<file path="src/hw/rtl/pulse_heart_rate_detector_assert.svh">
// Assertion macros for the pulse heart rate detector.
`ifndef PULSE_HEART_RATE_DETECTOR_ASSERT_SVH
`define PULSE_HEART_RATE_DETECTOR_ASSERT_SVH

// Same-cycle implication, checked at every rising clock edge outside reset.
`define PHR_ASSERT_IMP(label, clk, rstn, ante, cons, msg) \
    label: assert property (@(posedge clk) disable iff (!rstn) (ante) |-> (cons)) \
        else $error(msg);

// Next-cycle implication, checked at every rising clock edge outside reset.
`define PHR_ASSERT_NXT(label, clk, rstn, ante, cons, msg) \
    label: assert property (@(posedge clk) disable iff (!rstn) (ante) |=> (cons)) \
        else $error(msg);

`endif

</file>
<file path="src/hw/rtl/phr_pkg.sv">
// Shared types and constants of the pulse heart rate detector.
`timescale 1ns / 1ps
`default_nettype none

package phr_pkg;

    localparam int ALU_W      = 17;
    localparam int IBI_W      = 16;
    localparam int RATE_W     = 10;
    localparam int PERIOD_W   = 8;
    localparam int TICK_W     = 16;
    localparam int FILL_W     = 8;
    localparam int CNT_W      = 4;
    localparam int CFG_IDX_W  = 4;
    localparam int CFG_DATA_W = 10;

    localparam logic [CFG_IDX_W-1:0] CFG_ENABLE   = 4'd0;
    localparam logic [CFG_IDX_W-1:0] CFG_PERIOD   = 4'd1;
    localparam logic [CFG_IDX_W-1:0] CFG_BPM_HIGH = 4'd2;
    localparam logic [CFG_IDX_W-1:0] CFG_BPM_LOW  = 4'd3;

    localparam logic [PERIOD_W-1:0] PERIOD_RST   = 8'd20;
    localparam logic [RATE_W-1:0]   BPM_HIGH_RST = 10'd200;
    localparam logic [RATE_W-1:0]   BPM_LOW_RST  = 10'd30;

    localparam logic [IBI_W-1:0] IBI_MIN   = 16'd250;
    localparam logic [IBI_W-1:0] BPM_NUMER = 16'd60000;

    localparam logic [CNT_W-1:0] MUL_LAST = 4'd7;
    localparam logic [CNT_W-1:0] DIV_LAST = 4'd15;

    localparam logic ALU_ADD = 1'b0;
    localparam logic ALU_SUB = 1'b1;

    typedef struct packed {
        logic               enable;
        logic [PERIOD_W-1:0] period;
        logic [RATE_W-1:0]  bpm_high;
        logic [RATE_W-1:0]  bpm_low;
    } cfg_t;

    typedef struct packed {
        logic             beat_valid;
        logic [RATE_W-1:0] rate;
        logic [IBI_W-1:0] ibi;
        logic             level;
    } res_t;

    typedef struct packed {
        logic             op;
        logic [ALU_W-1:0] a;
        logic [ALU_W-1:0] b;
    } alu_req_t;

endpackage

`default_nettype wire

</file>
<file path="src/hw/rtl/phr_alu.sv">
// Shared adder-subtractor used by the multiply and divide steps.
`timescale 1ns / 1ps
`default_nettype none

module phr_alu (
    input  phr_pkg::alu_req_t      req,
    output logic [phr_pkg::ALU_W:0] res
);
    import phr_pkg::*;

    // The top bit is the carry of an add or the borrow of a subtract.
    always_comb begin
        unique case (req.op)
            ALU_ADD: res = {1'b0, req.a} + {1'b0, req.b};
            ALU_SUB: res = {1'b0, req.a} - {1'b0, req.b};
            default: res = '0;
        endcase
    end

endmodule

`default_nettype wire

</file>
<file path="src/hw/rtl/phr_seq.sv">
// Detector state and the sequencer that drives the shared arithmetic unit.
`timescale 1ns / 1ps
`default_nettype none

module phr_seq #(
    parameter int WINDOW_SIZE = 50,
    parameter int SAMPLE_BITS = 12
) (
    input  logic                   aclk,
    input  logic                   aresetn,
    input  phr_pkg::cfg_t          cfg,
    input  logic                   start,
    input  logic [SAMPLE_BITS-1:0] sample,
    input  logic                   out_free,
    output logic                   idle,
    output logic                   done,
    output phr_pkg::res_t          res,
    output logic [SAMPLE_BITS-1:0] threshold
);
    import phr_pkg::*;

    localparam logic [3:0] ST_IDLE = 4'd0;
    localparam logic [3:0] ST_WIN  = 4'd1;
    localparam logic [3:0] ST_MID  = 4'd2;
    localparam logic [3:0] ST_LVL  = 4'd3;
    localparam logic [3:0] ST_MUL  = 4'd4;
    localparam logic [3:0] ST_CHK  = 4'd5;
    localparam logic [3:0] ST_DIV  = 4'd6;
    localparam logic [3:0] ST_LIM  = 4'd7;
    localparam logic [3:0] ST_FIN  = 4'd8;

    localparam logic [FILL_W-1:0] FILL_LAST = FILL_W'(WINDOW_SIZE);

    logic [3:0]             state_reg, state_next;
    logic [SAMPLE_BITS-1:0] smp_reg;
    logic [SAMPLE_BITS-1:0] last_reg, last_next;
    logic [SAMPLE_BITS-1:0] max_reg, max_next;
    logic [SAMPLE_BITS-1:0] min_reg, min_next;
    logic [FILL_W-1:0]      fill_reg, fill_next;
    logic [SAMPLE_BITS-1:0] mid_reg, mid_next;
    logic [SAMPLE_BITS-1:0] half_reg, half_next;
    logic                   level_reg, level_next;
    logic                   parity_reg, parity_next;
    logic [TICK_W-1:0]      first_reg, first_next;
    logic [TICK_W-1:0]      tick_reg, tick_next;
    logic [IBI_W-1:0]       acc_reg, acc_next;
    logic [IBI_W-1:0]       mcand_reg, mcand_next;
    logic [PERIOD_W-1:0]    mult_reg, mult_next;
    logic [IBI_W-1:0]       ibi_reg, ibi_next;
    logic [IBI_W-1:0]       rem_reg, rem_next;
    logic [IBI_W-1:0]       dvd_reg, dvd_next;
    logic [CNT_W-1:0]       cnt_reg, cnt_next;
    logic                   bv_reg, bv_next;
    logic [RATE_W-1:0]      rate_reg, rate_next;
    logic [IBI_W-1:0]       rib_reg, rib_next;

    alu_req_t               alu_req;
    logic [ALU_W:0]         alu_res;

    logic signed [SAMPLE_BITS:0] rise;
    logic                   taken;
    logic [FILL_W-1:0]      fill_inc;
    logic [SAMPLE_BITS:0]   mm_sum;
    logic [SAMPLE_BITS-1:0] mm_span;
    logic                   lvl_now;
    logic [RATE_W-1:0]      quo;

    phr_alu u_alu (
        .req (alu_req),
        .res (alu_res)
    );

    assign rise     = $signed({1'b0, smp_reg}) - $signed({1'b0, last_reg});
    assign taken    = rise < $signed({1'b0, half_reg});
    assign fill_inc = fill_reg + 1'b1;
    assign mm_sum   = {1'b0, max_reg} + {1'b0, min_reg};
    assign mm_span  = max_reg - min_reg;
    assign lvl_now  = smp_reg > mid_reg;
    assign quo      = dvd_reg[RATE_W-1:0];

    // The divide step feeds the shifted remainder; every other use is a shift-add.
    always_comb begin
        if (state_reg == ST_DIV) begin
            alu_req.op = ALU_SUB;
            alu_req.a  = {rem_reg, dvd_reg[IBI_W-1]};
            alu_req.b  = {1'b0, ibi_reg};
        end else begin
            alu_req.op = ALU_ADD;
            alu_req.a  = {1'b0, acc_reg};
            alu_req.b  = {1'b0, mcand_reg};
        end
    end

    always_comb begin
        state_next  = state_reg;
        last_next   = last_reg;
        max_next    = max_reg;
        min_next    = min_reg;
        fill_next   = fill_reg;
        mid_next    = mid_reg;
        half_next   = half_reg;
        level_next  = level_reg;
        parity_next = parity_reg;
        first_next  = first_reg;
        tick_next   = tick_reg;
        acc_next    = acc_reg;
        mcand_next  = mcand_reg;
        mult_next   = mult_reg;
        ibi_next    = ibi_reg;
        rem_next    = rem_reg;
        dvd_next    = dvd_reg;
        cnt_next    = cnt_reg;
        bv_next     = bv_reg;
        rate_next   = rate_reg;
        rib_next    = rib_reg;
        done        = 1'b0;

        unique case (state_reg)
            ST_IDLE: begin
                if (start) begin
                    bv_next    = 1'b0;
                    rate_next  = '0;
                    rib_next   = '0;
                    state_next = cfg.enable ? ST_WIN : ST_FIN;
                end
            end
            ST_WIN: begin
                last_next = smp_reg;
                if (taken) begin
                    if (smp_reg > max_reg) begin
                        max_next = smp_reg;
                    end
                    if (smp_reg < min_reg) begin
                        min_next = smp_reg;
                    end
                    if (fill_inc >= FILL_LAST) begin
                        fill_next = '0;
                    end else begin
                        fill_next = fill_inc;
                    end
                end
                state_next = (taken && (fill_inc >= FILL_LAST)) ? ST_MID : ST_LVL;
            end
            ST_MID: begin
                mid_next   = mm_sum[SAMPLE_BITS:1];
                half_next  = {1'b0, mm_span[SAMPLE_BITS-1:1]};
                max_next   = '0;
                min_next   = '1;
                state_next = ST_LVL;
            end
            ST_LVL: begin
                level_next = lvl_now;
                tick_next  = tick_reg + 1'b1;
                state_next = ST_FIN;
                if (!level_reg && lvl_now) begin
                    parity_next = !parity_reg;
                    if (!parity_reg) begin
                        first_next = tick_reg;
                    end else begin
                        // Second beat of a pair: interval = ticks times period.
                        tick_next  = TICK_W'(1);
                        acc_next   = '0;
                        mcand_next = tick_reg - first_reg;
                        mult_next  = cfg.period;
                        cnt_next   = '0;
                        state_next = ST_MUL;
                    end
                end
            end
            ST_MUL: begin
                if (mult_reg[0]) begin
                    acc_next = alu_res[IBI_W-1:0];
                end
                mcand_next = {mcand_reg[IBI_W-2:0], 1'b0};
                mult_next  = {1'b0, mult_reg[PERIOD_W-1:1]};
                cnt_next   = cnt_reg + 1'b1;
                if (cnt_reg == MUL_LAST) begin
                    state_next = ST_CHK;
                end
            end
            ST_CHK: begin
                if (acc_reg > IBI_MIN) begin
                    ibi_next   = acc_reg;
                    rem_next   = '0;
                    dvd_next   = BPM_NUMER;
                    cnt_next   = '0;
                    state_next = ST_DIV;
                end else begin
                    state_next = ST_FIN;
                end
            end
            ST_DIV: begin
                // Restoring division, one quotient bit a cycle.
                if (!alu_res[ALU_W]) begin
                    rem_next = alu_res[IBI_W-1:0];
                    dvd_next = {dvd_reg[IBI_W-2:0], 1'b1};
                end else begin
                    rem_next = {rem_reg[IBI_W-2:0], dvd_reg[IBI_W-1]};
                    dvd_next = {dvd_reg[IBI_W-2:0], 1'b0};
                end
                cnt_next = cnt_reg + 1'b1;
                if (cnt_reg == DIV_LAST) begin
                    state_next = ST_LIM;
                end
            end
            ST_LIM: begin
                bv_next    = 1'b1;
                rib_next   = ibi_reg;
                rate_next  = ((quo > cfg.bpm_high) || (quo < cfg.bpm_low)) ? '0 : quo;
                state_next = ST_FIN;
            end
            ST_FIN: begin
                if (out_free) begin
                    done       = 1'b1;
                    state_next = ST_IDLE;
                end
            end
            default: begin
                state_next = ST_IDLE;
            end
        endcase
    end

    always_ff @(posedge aclk) begin
        if (!aresetn) begin
            state_reg  <= ST_IDLE;
            last_reg   <= '0;
            max_reg    <= '0;
            min_reg    <= '1;
            fill_reg   <= '0;
            mid_reg    <= '0;
            half_reg   <= '0;
            level_reg  <= 1'b0;
            parity_reg <= 1'b0;
            first_reg  <= '0;
            tick_reg   <= '0;
        end else begin
            state_reg  <= state_next;
            last_reg   <= last_next;
            max_reg    <= max_next;
            min_reg    <= min_next;
            fill_reg   <= fill_next;
            mid_reg    <= mid_next;
            half_reg   <= half_next;
            level_reg  <= level_next;
            parity_reg <= parity_next;
            first_reg  <= first_next;
            tick_reg   <= tick_next;
        end
    end

    always_ff @(posedge aclk) begin
        if (start && (state_reg == ST_IDLE)) begin
            smp_reg <= sample;
        end
        acc_reg   <= acc_next;
        mcand_reg <= mcand_next;
        mult_reg  <= mult_next;
        ibi_reg   <= ibi_next;
        rem_reg   <= rem_next;
        dvd_reg   <= dvd_next;
        cnt_reg   <= cnt_next;
        bv_reg    <= bv_next;
        rate_reg  <= rate_next;
        rib_reg   <= rib_next;
    end

    assign idle           = (state_reg == ST_IDLE);
    assign res.beat_valid = bv_reg;
    assign res.rate       = rate_reg;
    assign res.ibi        = rib_reg;
    assign res.level      = level_reg;
    assign threshold      = mid_reg;

endmodule

`default_nettype wire

</file>
<file path="src/hw/rtl/pulse_heart_rate_detector.sv">
// Top level of the pulse heart rate detector: ports, configuration and result register.
//
//  Channel   Direction  Handshake            Word
//  s_        in         s_valid / s_ready    s_adc_sample
//  m_        out        m_valid / m_ready    beat flag, rate, interval, level, threshold
//  cfg_      in         cfg_valid/cfg_ready  cfg_index, cfg_data
//
// A sample goes from accept to the final step if the detector is disabled; enabled, it
// passes the window, midpoint (on a full window) and level steps. A closing beat pair
// adds the multiply and check steps, and one above 250 ms the divide and limit steps.
// The 8 shift-add interval multiply steps and the 16 restoring divide steps go through
// one shared adder-subtractor. Reset is synchronous and active low; it loads the
// configuration defaults and clears the detector state. A stalled result register holds
// the sequencer in its final step only while a finished word waits; no sample is taken.
`timescale 1ns / 1ps
`default_nettype none

`include "pulse_heart_rate_detector_assert.svh"

module pulse_heart_rate_detector #(
    parameter int WINDOW_SIZE = 50,
    parameter int SAMPLE_BITS = 12
) (
    input  logic                            aclk,
    input  logic                            aresetn,

    input  logic                            s_valid,
    output logic                            s_ready,
    input  logic [SAMPLE_BITS-1:0]          s_adc_sample,

    output logic                            m_valid,
    input  logic                            m_ready,
    output logic                            m_beat_valid,
    output logic [phr_pkg::RATE_W-1:0]      m_heart_rate,
    output logic [phr_pkg::IBI_W-1:0]       m_beat_interval_ms,
    output logic                            m_above_threshold,
    output logic [SAMPLE_BITS-1:0]          m_threshold_level,

    input  logic                            cfg_valid,
    output logic                            cfg_ready,
    input  logic [phr_pkg::CFG_IDX_W-1:0]   cfg_index,
    input  logic [phr_pkg::CFG_DATA_W-1:0]  cfg_data
);
    import phr_pkg::*;

    cfg_t                   cfg_reg;
    logic                   seq_idle;
    logic                   seq_done;
    logic                   out_free;
    res_t                   seq_res;
    logic [SAMPLE_BITS-1:0] seq_thr;

    logic                   m_valid_reg;
    res_t                   out_res_reg;
    logic [SAMPLE_BITS-1:0] out_thr_reg;

    // Configuration writes are always taken; unknown indexes are dropped.
    assign cfg_ready = 1'b1;

    always_ff @(posedge aclk) begin
        if (!aresetn) begin
            cfg_reg.enable   <= 1'b0;
            cfg_reg.period   <= PERIOD_RST;
            cfg_reg.bpm_high <= BPM_HIGH_RST;
            cfg_reg.bpm_low  <= BPM_LOW_RST;
        end else if (cfg_valid && cfg_ready) begin
            unique case (cfg_index)
                CFG_ENABLE:   cfg_reg.enable   <= cfg_data[0];
                CFG_PERIOD:   cfg_reg.period   <= cfg_data[PERIOD_W-1:0];
                CFG_BPM_HIGH: cfg_reg.bpm_high <= cfg_data[RATE_W-1:0];
                CFG_BPM_LOW:  cfg_reg.bpm_low  <= cfg_data[RATE_W-1:0];
                default: begin
                end
            endcase
        end
    end

    // The sequencer owns all detector state and runs one sample at a time.
    phr_seq #(
        .WINDOW_SIZE (WINDOW_SIZE),
        .SAMPLE_BITS (SAMPLE_BITS)
    ) u_seq (
        .aclk      (aclk),
        .aresetn   (aresetn),
        .cfg       (cfg_reg),
        .start     (s_valid && s_ready),
        .sample    (s_adc_sample),
        .out_free  (out_free),
        .idle      (seq_idle),
        .done      (seq_done),
        .res       (seq_res),
        .threshold (seq_thr)
    );

    assign s_ready  = seq_idle;

    // The result register frees up in the same cycle its word is taken.
    assign out_free = !m_valid_reg || m_ready;

    always_ff @(posedge aclk) begin
        if (!aresetn) begin
            m_valid_reg <= 1'b0;
        end else if (seq_done) begin
            m_valid_reg <= 1'b1;
        end else if (m_ready) begin
            m_valid_reg <= 1'b0;
        end
    end

    always_ff @(posedge aclk) begin
        if (seq_done) begin
            out_res_reg <= seq_res;
            out_thr_reg <= seq_thr;
        end
    end

    assign m_valid            = m_valid_reg;
    assign m_beat_valid       = out_res_reg.beat_valid;
    assign m_heart_rate       = out_res_reg.rate;
    assign m_beat_interval_ms = out_res_reg.ibi;
    assign m_above_threshold  = out_res_reg.level;
    assign m_threshold_level  = out_thr_reg;

    // A finished word never overwrites one that is still waiting.
    `PHR_ASSERT_IMP(a_done_slot_free, aclk, aresetn, seq_done,
                    (!m_valid_reg || m_ready), "result overwritten")
    // Once a sample is taken the block is not ready in the cycle after.
    `PHR_ASSERT_NXT(a_busy_after_accept, aclk, aresetn, (s_valid && s_ready),
                    !s_ready, "ready after accept")
    // A reported beat always carries an interval above the minimum.
    `PHR_ASSERT_IMP(a_beat_interval, aclk, aresetn, (m_valid && m_beat_valid),
                    (m_beat_interval_ms > IBI_MIN), "short interval reported")
    // Without a beat the rate and interval fields read zero.
    `PHR_ASSERT_IMP(a_no_beat_zero, aclk, aresetn, (m_valid && !m_beat_valid),
                    ((m_heart_rate == '0) && (m_beat_interval_ms == '0)), "stale beat fields")

endmodule

`default_nettype wire
</file>
<file path="config.mk">
export PLATFORM = sky130hd
export DESIGN_NAME = pulse_heart_rate_detector
export DESIGN_NICKNAME = d
export VERILOG_FILES = /design/src/hw/rtl/phr_pkg.sv /design/src/hw/rtl/phr_alu.sv /design/src/hw/rtl/phr_seq.sv /design/src/hw/rtl/pulse_heart_rate_detector.sv
export VERILOG_INCLUDE_DIRS = /design/src /design/src/hw/rtl
export SDC_FILE = /design/constraint.sdc
export NUM_CORES = 1
export LEC_CHECK = 0
export ABC_AREA = 1
export BUFFER_PORTS_ARGS = -buffer_cell sky130_fd_sc_hd__buf_4
export CORE_MARGIN = 1.5
export CORE_UTILIZATION = 55
export CTS_BUF_LIST = sky130_fd_sc_hd__clkbuf_8
export DETAILED_ROUTE_END_ITERATION = 7
export PLACE_DENSITY = 0.72
export SYNTH_ARGS = -nofsm -noshare
export SYNTH_HDL_FRONTEND = slang
export SYNTH_SLANG_ARGS = --single-unit
</file>
<file path="constraint.sdc">
create_clock -name aclk -period 7.1 [get_ports aclk]
set_clock_uncertainty 0.2 [all_clocks]
set_input_delay 0.355 -clock aclk [delete_from_list [all_inputs] [get_ports aclk]]
set_output_delay 0.355 -clock aclk [all_outputs]
set_load 0.1 [all_outputs]
</file>
Yosys cells after proc, flatten, opt, wreduce, memory -nomap -nowiden
Cells that the tools add are included.
{"block": "totals", "ff_bits": 306, "input_bits": 31, "output_inout_bits": 43, "elab_cells": 161}
{"block": "op_classes", "add_sub_neg": 9, "magnitude_cmp": 8, "n_eq_ne": 24, "mux": 52, "n_bitwise": 2, "reduce_logical": 34}
{"cell": "16-bit 2-to-1 mux", "count": 11}
{"cell": "16-bit one-hot mux with 2 select lines", "count": 5}
{"cell": "12-bit 2-to-1 mux", "count": 4}
{"cell": "12-bit one-hot mux with 2 select lines", "count": 2}
{"cell": "4-bit 2-to-1 mux", "count": 11}
{"cell": "18-bit one-hot mux with 2 select lines", "count": 1}
{"cell": "4-bit one-hot mux with 9 select lines", "count": 1}
{"cell": "35-bit 2-to-1 mux", "count": 1}
{"cell": "12-bit > comparator", "count": 2}
{"cell": "8-bit 2-to-1 mux", "count": 3}
{"cell": "4-bit by 3-bit equality test with 1-bit output (second input constant)", "count": 5}
{"cell": "10-bit 2-to-1 mux", "count": 2}
{"cell": "10-bit one-hot mux with 2 select lines", "count": 1}
{"cell": "17-bit by 17-bit adder with 18-bit output", "count": 1}
{"cell": "2-bit by 1-bit != test with 1-bit output (second input constant)", "count": 9}
{"cell": "2-bit AND reduction", "count": 9}
{"cell": "17-bit by 17-bit subtractor with 18-bit output", "count": 1}
{"cell": "16-bit by 1-bit adder with 16-bit output (second input constant)", "count": 1}
{"cell": "4-bit by 2-bit equality test with 1-bit output (second input constant)", "count": 4}
{"cell": "16-bit by 8-bit > comparator with 1-bit output (second input constant)", "count": 1}
{"cell": "8-bit one-hot mux with 2 select lines", "count": 1}
{"cell": "16-bit subtractor", "count": 1}
{"cell": "12-bit by 12-bit adder with 13-bit output", "count": 1}
{"cell": "13-bit by 12-bit < comparator with 1-bit output", "count": 1}
{"cell": "24 further kinds", "count": 50}

Longest topological paths before layout
{"block": "logic_depth", "ltp_word": 6, "depth_mapped": 31, "ltp_nobuf": 29}

Cells and area by module
Synthesis repeated with hierarchy kept, for this count alone.
{"block": "hier_totals", "cells_unflattened": 2182, "hier_area_um2": 17659.4}
{"module": "phr_seq", "instances": 1, "cells_per_inst": 1663, "area_each_um2": 13654.3, "seq_area_each_um2": 6035.8}
{"module": "pulse_heart_rate_detector", "instances": 1, "cells_per_inst": 249, "area_each_um2": 2607.5, "seq_area_each_um2": 1801.7}
{"module": "phr_alu", "instances": 1, "cells_per_inst": 270, "area_each_um2": 1397.6, "seq_area_each_um2": 0.0}

Worst setup path before layout
OpenSTA, ideal clock, no wires.
{"block": "synth_timing", "kind": "register to register", "startpoint": "register m_valid_reg (netlist: m_valid)", "endpoint": "register out_res_reg, in the netlist m_above_threshold (enable)", "setup_time_ns": 0.537, "arrival_ns": 4.691, "required_ns": 6.363, "slack_ns": 1.672, "stages_incl_launch_ff": 4, "n_path_buf": 0, "synth_period_minus_slack_ns": 5.428, "path_cell_list": "dfxtp_1 > inv_1 > nor2_1 > nor4_1"}
{"block": "synth_via", "elab_chain_cells": 4}
{"element": "start, declared", "line_no": "pulse_heart_rate_detector.sv:53", "rtl": "logic m_valid_reg;"}
{"element": "start signal, assigned", "line_no": "pulse_heart_rate_detector.sv:102", "rtl": "m_valid_reg <= 1'b0;"}
{"element": "start signal, assigned", "line_no": "pulse_heart_rate_detector.sv:104", "rtl": "m_valid_reg <= 1'b1;"}
{"element": "start signal, assigned", "line_no": "pulse_heart_rate_detector.sv:106", "rtl": "m_valid_reg <= 1'b0;"}
{"element": "1-bit zero test", "line_no": "pulse_heart_rate_detector.sv:98", "rtl": "assign out_free = !m_valid_reg || m_ready;"}
{"element": "1-bit logical OR", "line_no": "pulse_heart_rate_detector.sv:98"}
{"element": "1-bit 2-to-1 mux", "line_no": "phr_seq.sv:213", "rtl": "if (out_free) begin"}
{"element": "1-bit 2-to-1 mux", "line_no": "phr_seq.sv:118", "rtl": "unique case (state_reg)"}
{"element": "net seq_done", "line_no": "pulse_heart_rate_detector.sv:48", "rtl": "logic seq_done;"}
{"element": "end signal, assigned", "line_no": "pulse_heart_rate_detector.sv:112", "rtl": "out_res_reg <= seq_res;"}
{"element": "end, declared", "line_no": "pulse_heart_rate_detector.sv:54", "rtl": "res_t out_res_reg;"}
The timed path passes the listed nets, and every way through them passes these cells.
A chain may end at the register's enable or synchronous reset.

Worst setup path in the final report
{"block": "layout_timing", "startpoint": "register u_seq.state_reg[2]", "endpoint": "register u_seq.rem_reg[14], data pin"}
{"block": "layout_via", "elab_chain_cells": 6, "word_cells_on_any_way": 9, "classes_between": "2 x add/sub; 2 x eq/ne; 4 x mux; 1 x bitwise"}
{"element": "start, declared", "line_no": "phr_seq.sv:34", "rtl": "logic [3:0] state_reg, state_next;"}
{"element": "start signal, assigned", "line_no": "phr_seq.sv:238", "rtl": "state_reg <= state_next;"}
{"element": "4-bit by 3-bit equality test with 1-bit output", "line_no": "phr_seq.sv:83, phr_seq.sv:118"}
{"element": "35-bit 2-to-1 mux", "line_no": "phr_seq.sv:83", "rtl": "if (state_reg == ST_DIV) begin"}
{"element": "17-bit by 17-bit subtractor with 18-bit output (tied with other cells)", "line_no": "phr_alu.sv:15", "rtl": "ALU_SUB: res = {1'b0, req.a} - {1'b0, req.b};"}
{"element": "18-bit one-hot mux with 2 select lines", "line_no": "phr_alu.sv:13", "rtl": "unique case (req.op)"}
{"element": "16-bit 2-to-1 mux", "line_no": "phr_seq.sv:194", "rtl": "if (!alu_res[ALU_W]) begin"}
{"element": "16-bit one-hot mux with 2 select lines *", "line_no": "phr_seq.sv:118"}
{"element": "end signal, assigned", "line_no": "phr_seq.sv:260", "rtl": "rem_reg <= rem_next;"}
{"element": "end, declared", "line_no": "phr_seq.sv:50", "rtl": "logic [IBI_W-1:0] rem_reg, rem_next;"}
Every way passes the cells marked *; elsewhere a longest branch is shown, timed or not.

==> out/results.tsv <==
metric	value	unit
hold_buffers	29	
slew_headroom	18.2	%
use_met3	3.83	%
fp.coreArea	0.0306	mm2
tightest_slew	1.23	ns
cts.clk_slew.worst_paths	0.06	ns
grt_max_degree	80	
h-tree-depth	2	
die_area	0.0322	mm2
maxCapViolations	0	
synth.distinct_cells	49	
area_growth_syn_to_layout	12.5	%
grt_overflow	0	
drt_wl_total	42400	um
synth.avg_cell_area	8.26	um2
ctsLongestPathBuffers	3	
hold-path-cell-count	5	
fin_nets	2343	
drc_errors	0	
place_hpwl	30400	um
largest_reg_flops	29	
run_status	complete, no violations	
cts_tree	built	
drtAntennaViolNets	0	
fp.dieH	179	um
place.gp.congestion	0.934	
netlist.area_leader.share	30.0	%
max_freq	0.188	GHz
port_buffers	72	
antenna_found_initial	0	
cts_resized	0	
cp_num_buf_inv	2	
grtUsageTotal	26.0	%
cp_data_arrival_time	5.47	ns
clk_latency	0.60	ns
critPathKind	reg2reg	
reg2reg_to	u_seq.rem_reg[14]	
post-cts-setup-buffers	0	
grt.busiest_layer	met2	
hold_violations	0	
seq_area_frac_synth	45.8	%
yosysTopAreaCell	edfxtp_1	
reg2reg_from	u_seq.state_reg[2]	
yosys-top-cells-count	nand2_1 (378), inv_1 (334), nor2_1 (181)	
start_util	56.0	%
cpLargestDelayFamily	simple AND/OR/NAND/NOR gates	
die_x	179	um
power_leakage	8.82	nW
synth_flop_cell	edfxtp_1	
crit_path_max_fanout	79	
viasPerCell	5.41	
dr.pass1.iters	6	
ys_warn_count	0	
cp.required	7.25	ns
period_needed	5.32	ns
cts.sinks	306	
slew_violations	0	
syn-instance-count	2073	
finish.utilization	63.0	%
syn_nets	2242	
yosysMostFrequentCell	nand2_1	
drt_iter0_drc	1146	
startpoint_type	flip-flop	
hp-start	cfg_index[3]	
numCtsBuffers	52	
holdPathEnd	cfg_reg[16]	
antenna_cells	0	
synthTopCellsByArea	edfxtp_1 (30%), dfxtp_1 (16%), ha_1 (9.7%)	
ys_seq_elements	306	
dp_slack	1.90	ns
rsz0062_at_grt	no	
met2_usage	43.8	%
reg2reg_depth	26	
report.final.setup_viol	0	
critPathMaxStageDelay	0.58	ns
fill_cells	2649	
io_pins	74	
cts-root-buf	clkbuf_8	
fin_crit_sh	74.9	%
fin_setup_tns	0	ns
rrSetupSlack	1.78	ns
synth_area	0.0171	mm2
cpMaxStageDelayCell	nand2_4	
vias	14100	
crit_path_frequent_cell	nand2_1	
grtUsageMet1	34.2	%
async_reset_ff_share	0	%
cp-end-kind	flip-flop	
num_rows	64	
power.density	198	mW/mm2
grt_pass1_vias	13600	
max-vdd-ir-drop	0.160	mV
min_path_type	in2reg	
synth_edf_count	171	
grt_pass1_wl	68400	um
setup_slack	1.78	ns
wl_per_cell	16.2	um
drive_gt1_share	8.94	%
==> cells in the final DEF, fill, tap and decap left out, types with 10 or more instances in the layout <==
cell type	netlist	routed
nand2_1	378	378
inv_1	334	353
nor2_1	181	180
a21oi_1	172	172
edfxtp_1	171	171
o21ai_0	152	150
dfxtp_1	135	135
ha_1	133	133
nand3_1	122	122
buf_4	1	82
clkbuf_8	0	54
xor2_1	42	42
dlygate4sd3_1	0	29
nand4_1	19	19
nor3_1	19	19
or2_2	15	15
clkinv_1	5	14
xnor2_1	14	14
a31oi_1	13	13
o211ai_1	10	10
==> kinds of logic after synthesis <==
| logic type | count (synthesis) | share of synthesized area [%] |
|---|---|---|
| AO/OA/AOI/OAI | 390 | 12.3 |
| XOR/XNOR | 56 | 2.86 |
| adder cells (fa/ha/maj) | 138 | 10.3 |
| buffers and inverters | 407 | 9.29 |
| flip-flops | 306 | 45.8 |
| multiplexers | 1 | 0.0584 |
| other | 1 | 0.0219 |
| AND/OR/NAND/NOR | 774 | 19.4 |
==> through the flow <==
stage / hold WS [ns] / power, mW / cells / area (um2)
6_report: 0.0871 / 3.81 / 2611 / 19300
5_1_grt: 0.112 / 3.94 / 2611 / 19300
4_1_cts: 0.0564 / 3.84 / 2611 / 19300
3_5_place_dp: 0.205 / 2.26 / 2487 / 18000
3_3_place_gp: 0.202 / 2.25 / 2487 / 18000
2_1_floorplan: 0.200 / 2.17 / 2073 / 17100
==> per-layer routing <==
metal | routed length (um) | up-vias
met5 | 0 | -
li1 | - | 7035
met3 | 2350 | 92
met1 | 18600 | 6561
met4 | 1310 | 0
met2 | 20200 | 448
==> worst min-delay path, delay by kind of cell <==
| family | cells | cell delay (ns) |
|---|---|---|
| simple gates | 2 | 0.18 |
| compound gates | 1 | 0.16 |
| buf+inv | 2 | 0.15 |
==> report_power, final <==
group	switching, mW	internal, mW	total [mW]	leakage (nW)
logic	0.224	0.0931	0.317	5.55
registers	0.0240	1.90	1.92	2.67
clock network	0.742	0.825	1.57	0.594
==> worst max path at each step <==
stage                                  start           endpoint  depth (start not counted)
final                     u_seq.state_reg[2]  u_seq.rem_reg[14]                         26
after global routing      u_seq.state_reg[2]  u_seq.rem_reg[11]                         26
after CTS                 u_seq.state_reg[2]  u_seq.rem_reg[14]                         26
after detailed placement  u_seq.state_reg[2]  u_seq.rem_reg[14]                         26
after global placement    u_seq.state_reg[2]   u_seq.rem_reg[9]                         26
after floorplan                      m_valid  m_above_threshold                          3
==> area by class of cell <==
| type | instances | area [um2] | area share [%] |
|---|---|---|---|
| inverters | 343 | 1290 | 6.68 |
| well taps | 396 | 495 | 2.57 |
| flip-flops and latches | 306 | 7840 | 40.7 |
| multi-input cells | 1360 | 7720 | 40.1 |
| clock buffers | 54 | 743 | 3.86 |
| repair buffers | 111 | 906 | 4.70 |
| clock inverters | 41 | 280 | 1.45 |
Power figures use the tool's default switching activity.
